$ cat src/sv/clf_pkg.sv
// Shared types and constants for the command line framer.
package clf_pkg;

    localparam int LEN_W = 5;

    localparam logic [7:0] CH_START = 8'h3E;
    localparam logic [7:0] CH_SPACE = 8'h20;
    localparam logic [7:0] CH_CR    = 8'h0D;
    localparam logic [7:0] CH_LF    = 8'h0A;

    localparam logic [1:0] PART_CMD = 2'd0;
    localparam logic [1:0] PART_PAR = 2'd1;
    localparam logic [1:0] PART_END = 2'd2;

    typedef enum logic [1:0] {
        PH_HUNT,
        PH_CMD,
        PH_GAP,
        PH_PARAM
    } t_phase;

    typedef enum logic [1:0] {
        BK_IDLE,
        BK_CMD,
        BK_PAR,
        BK_END
    } t_emit;

    typedef struct packed {
        logic             has_param;
        logic [LEN_W-1:0] cmd_len;
        logic [LEN_W-1:0] par_len;
    } t_job;

    typedef struct packed {
        logic             we_cmd;
        logic             we_par;
        logic [LEN_W-1:0] addr;
        logic [7:0]       data;
    } t_st_wr;

endpackage

$ cat src/sv/command_line_framer.sv
// Top level of the command line framer: parser, descriptor queue and emitter.
//
//  channel | direction | handshake           | payload
//  --------+-----------+---------------------+------------------------------------------
//  in      | input     | i_valid / o_ready   | i_in_char
//  out     | output    | o_valid / i_ready   | o_part, o_out_char, o_has_param, o_last
//
// A byte that only hunts for '>' or skips a space is taken every cycle.
// A byte that writes a store or ends a command waits until the emitter has no run
// queued or in progress; each character of a run passes fetch, registered store read and
// the output register, and the next is fetched only once the output register is empty.
// Reset (synchronous, active low) clears parser phase, queue and emitter; stores need none.
// A stalled output holds its record; the parser keeps taking hunt bytes and spaces in the gap.
module command_line_framer #(
    parameter int CMD_CHARS   = 16,
    parameter int PARAM_CHARS = 32
) (
    input  logic       i_clk,
    input  logic       i_rst_n,
    input  logic       i_valid,
    output logic       o_ready,
    input  logic [7:0] i_in_char,
    output logic       o_valid,
    input  logic       i_ready,
    output logic [1:0] o_part,
    output logic [7:0] o_out_char,
    output logic       o_has_param,
    output logic       o_last
);
    import clf_pkg::*;

    t_st_wr st_wr;
    t_job   push_job, q_job;
    logic   push, pop, q_valid, bk_idle, quiet;

    assign quiet = bk_idle && !q_valid;

    clf_front #(
        .CMD_CHARS  (CMD_CHARS),
        .PARAM_CHARS(PARAM_CHARS)
    ) u_front (
        .i_clk    (i_clk),
        .i_rst_n  (i_rst_n),
        .i_valid  (i_valid),
        .o_ready  (o_ready),
        .i_in_char(i_in_char),
        .i_quiet  (quiet),
        .o_st_wr  (st_wr),
        .o_push   (push),
        .o_job    (push_job)
    );

    clf_queue u_queue (
        .i_clk  (i_clk),
        .i_rst_n(i_rst_n),
        .i_push (push),
        .i_job  (push_job),
        .i_pop  (pop),
        .o_valid(q_valid),
        .o_job  (q_job)
    );

    clf_back #(
        .CMD_CHARS  (CMD_CHARS),
        .PARAM_CHARS(PARAM_CHARS)
    ) u_back (
        .i_clk      (i_clk),
        .i_rst_n    (i_rst_n),
        .i_st_wr    (st_wr),
        .i_q_valid  (q_valid),
        .i_q_job    (q_job),
        .o_pop      (pop),
        .o_idle     (bk_idle),
        .o_valid    (o_valid),
        .i_ready    (i_ready),
        .o_part     (o_part),
        .o_out_char (o_out_char),
        .o_has_param(o_has_param),
        .o_last     (o_last)
    );

endmodule

$ cat src/sv/clf_front.sv
// Byte parser: classifies terminal bytes, writes the stores, posts finished commands.
module clf_front #(
    parameter int CMD_CHARS   = 16,
    parameter int PARAM_CHARS = 32
) (
    input  logic           i_clk,
    input  logic           i_rst_n,
    input  logic           i_valid,
    output logic           o_ready,
    input  logic [7:0]     i_in_char,
    input  logic           i_quiet,
    output clf_pkg::t_st_wr o_st_wr,
    output logic           o_push,
    output clf_pkg::t_job  o_job
);
    import clf_pkg::*;

    localparam int MAXC = (CMD_CHARS > PARAM_CHARS) ? CMD_CHARS : PARAM_CHARS;
    localparam int IW   = $clog2(MAXC);

    t_phase          r_ph, n_ph;
    logic [IW-1:0]   r_idx, n_idx;
    logic [LEN_W-1:0] r_cmd_len, n_cmd_len;

    logic line_end, is_start, is_space, needs_back, take;

    assign line_end = (i_in_char == CH_CR) || (i_in_char == CH_LF);
    assign is_start = (i_in_char == CH_START);
    assign is_space = (i_in_char == CH_SPACE);

    // anything that touches the stores or posts a run waits for the back end to drain
    assign needs_back = (r_ph != PH_HUNT) && !((r_ph == PH_GAP) && is_space);
    assign o_ready    = !needs_back || i_quiet;
    assign take       = i_valid && o_ready;

    // next phase
    always_comb begin
        n_ph = r_ph;
        if (take) begin
            case (r_ph)
                PH_HUNT: if (is_start) n_ph = PH_CMD;
                PH_CMD: begin
                    if (is_space)      n_ph = PH_GAP;
                    else if (is_start) n_ph = PH_CMD;
                    else if (line_end) n_ph = PH_HUNT;
                end
                PH_GAP: begin
                    if (is_space)      n_ph = PH_GAP;
                    else if (is_start) n_ph = PH_CMD;
                    else if (line_end) n_ph = PH_HUNT;
                    else               n_ph = PH_PARAM;
                end
                PH_PARAM: begin
                    if (is_start)                  n_ph = PH_CMD;
                    else if (is_space || line_end) n_ph = PH_HUNT;
                end
                default: n_ph = PH_HUNT;
            endcase
        end
    end

    // store writes, index and job posting
    always_comb begin
        n_idx     = r_idx;
        n_cmd_len = r_cmd_len;
        o_st_wr   = '0;
        o_st_wr.data = i_in_char;
        o_push    = 1'b0;
        o_job     = '0;
        if (take) begin
            case (r_ph)
                PH_HUNT: if (is_start) n_idx = '0;
                PH_CMD: begin
                    if (is_space) begin
                        n_cmd_len = LEN_W'(r_idx);
                    end else if (is_start || line_end) begin
                        n_cmd_len     = LEN_W'(r_idx);
                        o_push        = 1'b1;
                        o_job.cmd_len = LEN_W'(r_idx);
                        n_idx         = '0;
                    end else if (r_idx < IW'(CMD_CHARS - 1)) begin
                        o_st_wr.we_cmd = 1'b1;
                        o_st_wr.addr   = LEN_W'(r_idx);
                        n_idx          = r_idx + 1'b1;
                    end
                end
                PH_GAP: begin
                    if (is_start || line_end) begin
                        o_push        = 1'b1;
                        o_job.cmd_len = r_cmd_len;
                        n_idx         = '0;
                    end else if (!is_space) begin
                        o_st_wr.we_par = 1'b1;
                        o_st_wr.addr   = '0;
                        n_idx          = IW'(1);
                    end
                end
                PH_PARAM: begin
                    if (is_start || is_space || line_end) begin
                        o_push          = 1'b1;
                        o_job.has_param = 1'b1;
                        o_job.cmd_len   = r_cmd_len;
                        o_job.par_len   = LEN_W'(r_idx);
                        n_idx           = '0;
                    end else if (r_idx < IW'(PARAM_CHARS - 1)) begin
                        o_st_wr.we_par = 1'b1;
                        o_st_wr.addr   = LEN_W'(r_idx);
                        n_idx          = r_idx + 1'b1;
                    end
                end
                default: n_idx = '0;
            endcase
        end
    end

    always_ff @(posedge i_clk) begin
        if (!i_rst_n) begin
            r_ph      <= PH_HUNT;
            r_idx     <= '0;
            r_cmd_len <= '0;
        end else begin
            r_ph      <= n_ph;
            r_idx     <= n_idx;
            r_cmd_len <= n_cmd_len;
        end
    end

endmodule

$ cat src/sv/clf_queue.sv
// Two-entry queue of finished command descriptors between parser and emitter.
module clf_queue (
    input  logic          i_clk,
    input  logic          i_rst_n,
    input  logic          i_push,
    input  clf_pkg::t_job i_job,
    input  logic          i_pop,
    output logic          o_valid,
    output clf_pkg::t_job o_job
);
    import clf_pkg::*;

    t_job       r_ent [2];
    logic       r_wp, r_rp;
    logic [1:0] r_cnt;

    assign o_valid = (r_cnt != 2'd0);
    assign o_job   = r_ent[r_rp];

    always_ff @(posedge i_clk) begin
        if (i_push && (r_cnt != 2'd2)) r_ent[r_wp] <= i_job;
    end

    always_ff @(posedge i_clk) begin
        if (!i_rst_n) begin
            r_wp  <= 1'b0;
            r_rp  <= 1'b0;
            r_cnt <= 2'd0;
        end else begin
            if (i_push && (r_cnt != 2'd2)) r_wp <= ~r_wp;
            if (i_pop && o_valid)          r_rp <= ~r_rp;
            case ({i_push && (r_cnt != 2'd2), i_pop && o_valid})
                2'b10:   r_cnt <= r_cnt + 2'd1;
                2'b01:   r_cnt <= r_cnt - 2'd1;
                default: r_cnt <= r_cnt;
            endcase
        end
    end

endmodule

$ cat src/sv/clf_back.sv
// Emitter: owns the character stores and plays out one run per descriptor.
module clf_back #(
    parameter int CMD_CHARS   = 16,
    parameter int PARAM_CHARS = 32
) (
    input  logic            i_clk,
    input  logic            i_rst_n,
    input  clf_pkg::t_st_wr i_st_wr,
    input  logic            i_q_valid,
    input  clf_pkg::t_job   i_q_job,
    output logic            o_pop,
    output logic            o_idle,
    output logic            o_valid,
    input  logic            i_ready,
    output logic [1:0]      o_part,
    output logic [7:0]      o_out_char,
    output logic            o_has_param,
    output logic            o_last
);
    import clf_pkg::*;

    localparam int CW = $clog2(CMD_CHARS);
    localparam int PW = $clog2(PARAM_CHARS);

    logic [7:0] cmd_mem [CMD_CHARS];
    logic [7:0] par_mem [PARAM_CHARS];

    t_emit            r_st, n_st;
    t_job             r_job, n_job;
    logic [LEN_W-1:0] r_idx, n_idx;
    logic             r_pend, r_pend_par;
    logic [7:0]       r_cmd_q, r_par_q;
    logic             r_out_valid, r_out_hp, r_out_last;
    logic [1:0]       r_out_part;
    logic [7:0]       r_out_char;

    logic fetch_ok, rd_cmd, rd_par, load_end;

    // one record in flight: fetch only when the output slot and read stage are empty
    assign fetch_ok = !r_out_valid && !r_pend;

    always_ff @(posedge i_clk) begin
        if (i_st_wr.we_cmd) cmd_mem[i_st_wr.addr[CW-1:0]] <= i_st_wr.data;
        if (rd_cmd)         r_cmd_q <= cmd_mem[r_idx[CW-1:0]];
    end

    always_ff @(posedge i_clk) begin
        if (i_st_wr.we_par) par_mem[i_st_wr.addr[PW-1:0]] <= i_st_wr.data;
        if (rd_par)         r_par_q <= par_mem[r_idx[PW-1:0]];
    end

    // next state
    always_comb begin
        n_st = r_st;
        case (r_st)
            BK_IDLE: if (i_q_valid) n_st = BK_CMD;
            BK_CMD: begin
                if (fetch_ok && !(r_idx < r_job.cmd_len))
                    n_st = r_job.has_param ? BK_PAR : BK_END;
            end
            BK_PAR: if (fetch_ok && !(r_idx < r_job.par_len)) n_st = BK_END;
            BK_END: if (fetch_ok) n_st = BK_IDLE;
            default: n_st = BK_IDLE;
        endcase
    end

    // control outputs
    always_comb begin
        o_pop    = 1'b0;
        rd_cmd   = 1'b0;
        rd_par   = 1'b0;
        load_end = 1'b0;
        n_idx    = r_idx;
        n_job    = r_job;
        case (r_st)
            BK_IDLE: begin
                if (i_q_valid) begin
                    o_pop = 1'b1;
                    n_job = i_q_job;
                    n_idx = '0;
                end
            end
            BK_CMD: begin
                if (fetch_ok) begin
                    if (r_idx < r_job.cmd_len) begin
                        rd_cmd = 1'b1;
                        n_idx  = r_idx + 1'b1;
                    end else begin
                        n_idx = '0;
                    end
                end
            end
            BK_PAR: begin
                if (fetch_ok && (r_idx < r_job.par_len)) begin
                    rd_par = 1'b1;
                    n_idx  = r_idx + 1'b1;
                end
            end
            BK_END: load_end = fetch_ok;
            default: n_idx = '0;
        endcase
    end

    always_ff @(posedge i_clk) begin
        r_job <= n_job;
        r_idx <= n_idx;
        r_pend_par <= rd_par;
        if (r_pend) begin
            r_out_part <= r_pend_par ? PART_PAR : PART_CMD;
            r_out_char <= r_pend_par ? r_par_q : r_cmd_q;
            r_out_hp   <= r_job.has_param;
            r_out_last <= 1'b0;
        end else if (load_end) begin
            r_out_part <= PART_END;
            r_out_char <= 8'h00;
            r_out_hp   <= r_job.has_param;
            r_out_last <= 1'b1;
        end
    end

    always_ff @(posedge i_clk) begin
        if (!i_rst_n) begin
            r_st        <= BK_IDLE;
            r_pend      <= 1'b0;
            r_out_valid <= 1'b0;
        end else begin
            r_st   <= n_st;
            r_pend <= rd_cmd || rd_par;
            if (r_pend || load_end) r_out_valid <= 1'b1;
            else if (i_ready)       r_out_valid <= 1'b0;
        end
    end

    assign o_idle      = (r_st == BK_IDLE);
    assign o_valid     = r_out_valid;
    assign o_part      = r_out_part;
    assign o_out_char  = r_out_char;
    assign o_has_param = r_out_hp;
    assign o_last      = r_out_last;

endmodule

$ cat config.mk
export PLATFORM = sky130hd
export DESIGN_NAME = command_line_framer
export DESIGN_NICKNAME = d
export VERILOG_FILES = /design/src/sv/clf_pkg.sv /design/src/sv/command_line_framer.sv /design/src/sv/clf_front.sv /design/src/sv/clf_queue.sv /design/src/sv/clf_back.sv
export SDC_FILE = /design/constraint.sdc
export NUM_CORES = 1
export LEC_CHECK = 0
export BUFFER_PORTS_ARGS = -buffer_cell sky130_fd_sc_hd__buf_2
export CAP_MARGIN = 10
export CORE_ASPECT_RATIO = 1.25
export CORE_MARGIN = 2
export CORE_UTILIZATION = 65
export DETAILED_ROUTE_END_ITERATION = 8
export GPL_ROUTABILITY_DRIVEN = 1
export GPL_TIMING_DRIVEN = 0
export PLACE_DENSITY = 0.82
export SETUP_SLACK_MARGIN = 0.02
export SKIP_CTS_REPAIR_TIMING = 1
export SYNTH_ARGS = -nofsm -noshare
export SYNTH_HDL_FRONTEND = slang
export SYNTH_HIERARCHICAL = 1
export SYNTH_SLANG_ARGS = --single-unit
$ cat constraint.sdc
create_clock -name i_clk -period 7.4 [get_ports i_clk]
set_input_delay 0 -clock i_clk [delete_from_list [all_inputs] [get_ports i_clk]]
set_output_delay 0 -clock i_clk [all_outputs]
set_load 0.03 [all_outputs]
==> impl_metrics.sql <==
INSERT INTO impl_metrics (metric_group, metric, value, unit) VALUES
('yosys', 'synth_top_family_by_area', 'multiplexers', ''),
('floorplanning', 'dieHeight', '197', 'um'),
('yosys', 'post_synth_fa_ha_maj_area_fraction', '0.00971', ''),
('yosys', 'ys_async_sr_fraction', '0', ''),
('route', 'route.final.wire_length', '40300', 'um'),
('route', 'routed-via-count', '10700', ''),
('clock_tree', 'path_clk_slew', '0.06', 'ns'),
('sta', 'timing.final.crit_period', '3.92', 'ns'),
('critical_path', 'crit_type', 'flip-flop to flip-flop', ''),
('power', 'worst_ir_drop_vdd', '0.000194', 'V'),
('power', 'power.share.sequential', '0.560', ''),
('critical_path', 'worst-path-stages', '9', ''),
('yosys', 'synth.cells.most_frequent', 'sky130_fd_sc_hd__edfxtp_1, sky130_fd_sc_hd__mux2i_1, sky130_fd_sc_hd__nor2_1', ''),
('placed_design', 'detailedPlacementHpwl', '25200', 'um'),
('sta', 'timing.final.crit_share', '0.530', ''),
('global_routing', 'grt_start_max_net_pins', '49', ''),
('yosys', 'synth_enable_flop_cells', '449', ''),
('critical_path', 'timing.critical_path.required', '7.58', 'ns'),
('critical_path', 'timing.critical_path.max_delay_family', 'simple AND/OR/NAND/NOR gates', ''),
('sta', 'tns', '0', 'ns'),
('route', 'first_iter_violations', '1195', ''),
('sta', 'rsz_0062_raised_after_global_routing', 'no', ''),
('clock_tree', 'number_of_levels_the_h_tree_was_split_into', '2', ''),
('floorplanning', 'die-area', '31100', 'sq um'),
('yosys', 'synth.top_cells.by_area', 'sky130_fd_sc_hd__edfxtp_1, sky130_fd_sc_hd__mux2i_1, sky130_fd_sc_hd__mux4_2', ''),
('critical_path', 'rrSetupSlack', '3.48', 'ns'),
('yosys', 'synthXorXnorAreaFrac', '0.00272', ''),
('critical_path', 'critPathLaunchType', 'flip-flop', ''),
('yosys', 'synthesis.nets', '1169', ''),
('critical_path', 'critical-path-max-stage-delay', '0.88', 'ns'),
('power', 'power.clock.fraction', '0.424', ''),
('clock_tree', 'insertion_delay', '0.56', 'ns'),
('power', 'sw_frac_of_total', '0.188', ''),
('sta', 'worst_max_slew_pin_slew', '1.08', 'ns'),
('yosys', 'netlist.top_cell.by_area', 'sky130_fd_sc_hd__edfxtp_1', ''),
('sta', 'timing.max_slew.rel_slack', '0.273', ''),
('status', 'run_status', 'finished, final reports clean', ''),
('route', 'vias_per_cell', '6.51', ''),
('sta', 'max_freq', '0.255', 'GHz'),
('critical_path', 'worstPathCellList', 'inv_1, ha_1, nor2b_4, nand3_1, nor3_2, and3_1, clkbuf_1, nand3b_1, nor2_1', ''),
('sta', 'final-hold-violation-count', '0', ''),
('floorplanning', 'fp.dieW', '158', 'um'),
('hold_path', 'holdCritStartpoint', 'i_in_char[6]', ''),
('yosys', 'synth_simple_gate_area_share', '0.0634', ''),
('clock_tree', 'cts_made_buffers', '43', ''),
('route', 'routedWlPerCell', '24.5', 'um'),
('job', 'cap_violations', '0', ''),
('power', 'power.internal', '4230', 'uW'),
('critical_path', 'crit_buf_inv', '2', ''),
('cells_and_area', 'layout-area-overhead-vs-synth', '10.8', '%'),
('power', 'p_leak', '0.00748', 'uW'),
('sta', 'timing.final.setup_violations', '0', ''),
('critical_path', 'nature_of_the_critical_path_endpoint', 'flip-flop', ''),
('power', 'powerDensity', '243', 'nW/um^2'),
('yosys', 'synth.ff_latch_count', '472', ''),
('floorplanning', 'core-area', '29300', 'sq um'),
('yosys', 'fraction_of_the_mapped_netlist_area_in_compound_gates', '0.0585', ''),
('yosys', 'synthMuxAreaShare', '0.122', ''),
('floorplanning', 'effective_utilization_at_floorplan', '0.661', ''),
('yosys', 'avgSynthCellArea', '16.9', 'sq um'),
('cells_and_area', 'antenna_diode_instance_count', '0', ''),
('critical_path', 'cpMaxStageDelayCell', 'sky130_fd_sc_hd__nor2_1', ''),
('power', 'finalPower', '5210', 'uW'),
('critical_path', 'timing.reg2reg.worst_path_depth', '9', ''),
('cells_and_area', 'final_nets', '1244', ''),
('sta', 'hold_ws', '0.112', 'ns'),
('critical_path', 'timing.critical_path.to', 'u_back/par_mem[21][6]$_DFFE_PP_', ''),
('critical_path', 'r2r_start', 'u_back/r_st[0]$_SDFFE_PN0P_', ''),
('global_routing', 'sum_of_overflow_across_all_layers_after_global_routing', '0', ''),
('yosys', 'synth.yosys.seq_area_share', '0.721', ''),
('yosys', 'postSynth.topFlopCell', 'sky130_fd_sc_hd__edfxtp_1', '');
worst min path at each step:
stage	end	slack (ns)	cells after the start
CTS	u_back/o_valid$_SDFFE_PN0P_	-0.25	3
global route	u_back/cmd_mem[5][7]$_DFFE_PP_	0.12	2
global placement	u_back/o_valid$_SDFFE_PN0P_	0.31	3
detailed placement	u_back/o_valid$_SDFFE_PN0P_	0.32	3
finish	u_front/r_ph[1]$_SDFFE_PN0P_	0.11	5
floorplan	u_back/o_valid$_SDFFE_PN0P_	0.12	1
flip-flops by register name, summed over array words and instances, names as in the netlist, named ones only:
register,flops
u_back/par_mem,256
u_back/cmd_mem,128
u_queue/r_ent,22
u_back/r_job,11
u_back/o_out_char,8
u_back/r_cmd_q,8
u_back/r_par_q,8
u_back/r_idx,5
u_front/r_cmd_len,5
u_front/r_idx,5
u_back/o_part,2
u_back/r_st,2
u_front/r_ph,2
u_queue/r_cnt,2
u_back/o_has_param,1
u_back/o_last,1
u_back/o_valid,1
u_back/r_pend,1
u_back/r_pend_par,1
u_queue/r_rp,1
u_queue/r_wp,1
tightest hold or removal path, cell delays in order:
cell,delay (ns)
sky130_fd_sc_hd__buf_2,0.13
sky130_fd_sc_hd__nor4b_4,0.08
sky130_fd_sc_hd__nand2_1,0.15
sky130_fd_sc_hd__nor4b_1,0.08
sky130_fd_sc_hd__o21a_1,0.17
per-layer routing:
metal	part of all wire	global-route usage	wire, um
met3	0.095	0.0466	3850
met2	0.52	0.458	20900
met1	0.35	0.352	14200
met5	0	0	0
met4	0.035	0.101	1400
cell type report:
class | count | area (sq um)
Fill cell | 1771 | 7840
Multi-Input combinational cell | 589 | 4950
Timing Repair Buffer | 30 | 173
Clock inverter | 22 | 244
Inverter | 22 | 82.6
Sequential cell | 472 | 13900
Clock buffer | 58 | 1170
Tap cell | 396 | 495
Buffer | 59 | 354
kinds of logic after synthesis:
group	after synthesis
mux	171
fa+ha+maj	15
simple gates	241
buf+inv	81
flops	472
xor+xnor	6
compound gates	156
cells in the final DEF, fill, tap and decap left out, types with 5 or more instances in the layout:
cell / Yosys / routed
sky130_fd_sc_hd__buf_2: 16 / 41
sky130_fd_sc_hd__clkinv_2: 0 / 8
sky130_fd_sc_hd__nor3_1: 6 / 5
sky130_fd_sc_hd__and2_1: 11 / 11
sky130_fd_sc_hd__clkinv_1: 3 / 8
sky130_fd_sc_hd__nand3_1: 36 / 36
sky130_fd_sc_hd__a22oi_1: 37 / 37
sky130_fd_sc_hd__nor2_1: 85 / 85
sky130_fd_sc_hd__nor2b_1: 11 / 11
sky130_fd_sc_hd__clkbuf_1: 24 / 35
sky130_fd_sc_hd__a22o_1: 8 / 8
sky130_fd_sc_hd__o21ai_0: 27 / 27
sky130_fd_sc_hd__clkbuf_16: 0 / 43
sky130_fd_sc_hd__and3_1: 5 / 5
sky130_fd_sc_hd__mux4_2: 44 / 44
sky130_fd_sc_hd__mux2_2: 18 / 18
sky130_fd_sc_hd__edfxtp_1: 449 / 449
sky130_fd_sc_hd__ha_1: 15 / 15
sky130_fd_sc_hd__mux2i_1: 104 / 104
sky130_fd_sc_hd__inv_1: 19 / 19
sky130_fd_sc_hd__nand2_1: 46 / 46
sky130_fd_sc_hd__nand2b_1: 8 / 8
sky130_fd_sc_hd__a221oi_1: 16 / 16
sky130_fd_sc_hd__a21oi_1: 29 / 29
sky130_fd_sc_hd__buf_4: 8 / 8
sky130_fd_sc_hd__dfxtp_1: 23 / 23
sky130_fd_sc_hd__bufinv_16: 0 / 5
per-stage QoR:
stage | worst slack (ns) | instances | cell area, sq um | utilization
after global placement | 3.31 | 1562 | 19900 | 0.682
final | 3.48 | 1648 | 21400 | 0.732
after floorplan | 4.55 | 1142 | 19300 | -
after detailed placement | 3.42 | 1562 | 19900 | 0.682
after CTS | 3.35 | 1642 | 21400 | 0.730
after global routing | 3.27 | 1648 | 21400 | 0.732
power by group through the flow:
| stage | combinational [uW] | sequential, uW | clock [uW] |
|---|---|---|---|
| CTS | 80.6 | 2920 | 2250 |
| global route | 87.8 | 2910 | 2350 |
| detailed placement | 80.0 | 2970 | 0 |
| global placement | 76.1 | 2970 | 0 |
| floorplan | 44.1 | 2970 | 0 |
| finish | 81.6 | 2920 | 2210 |
No activity file was read; power rests on OpenSTA's default activity.
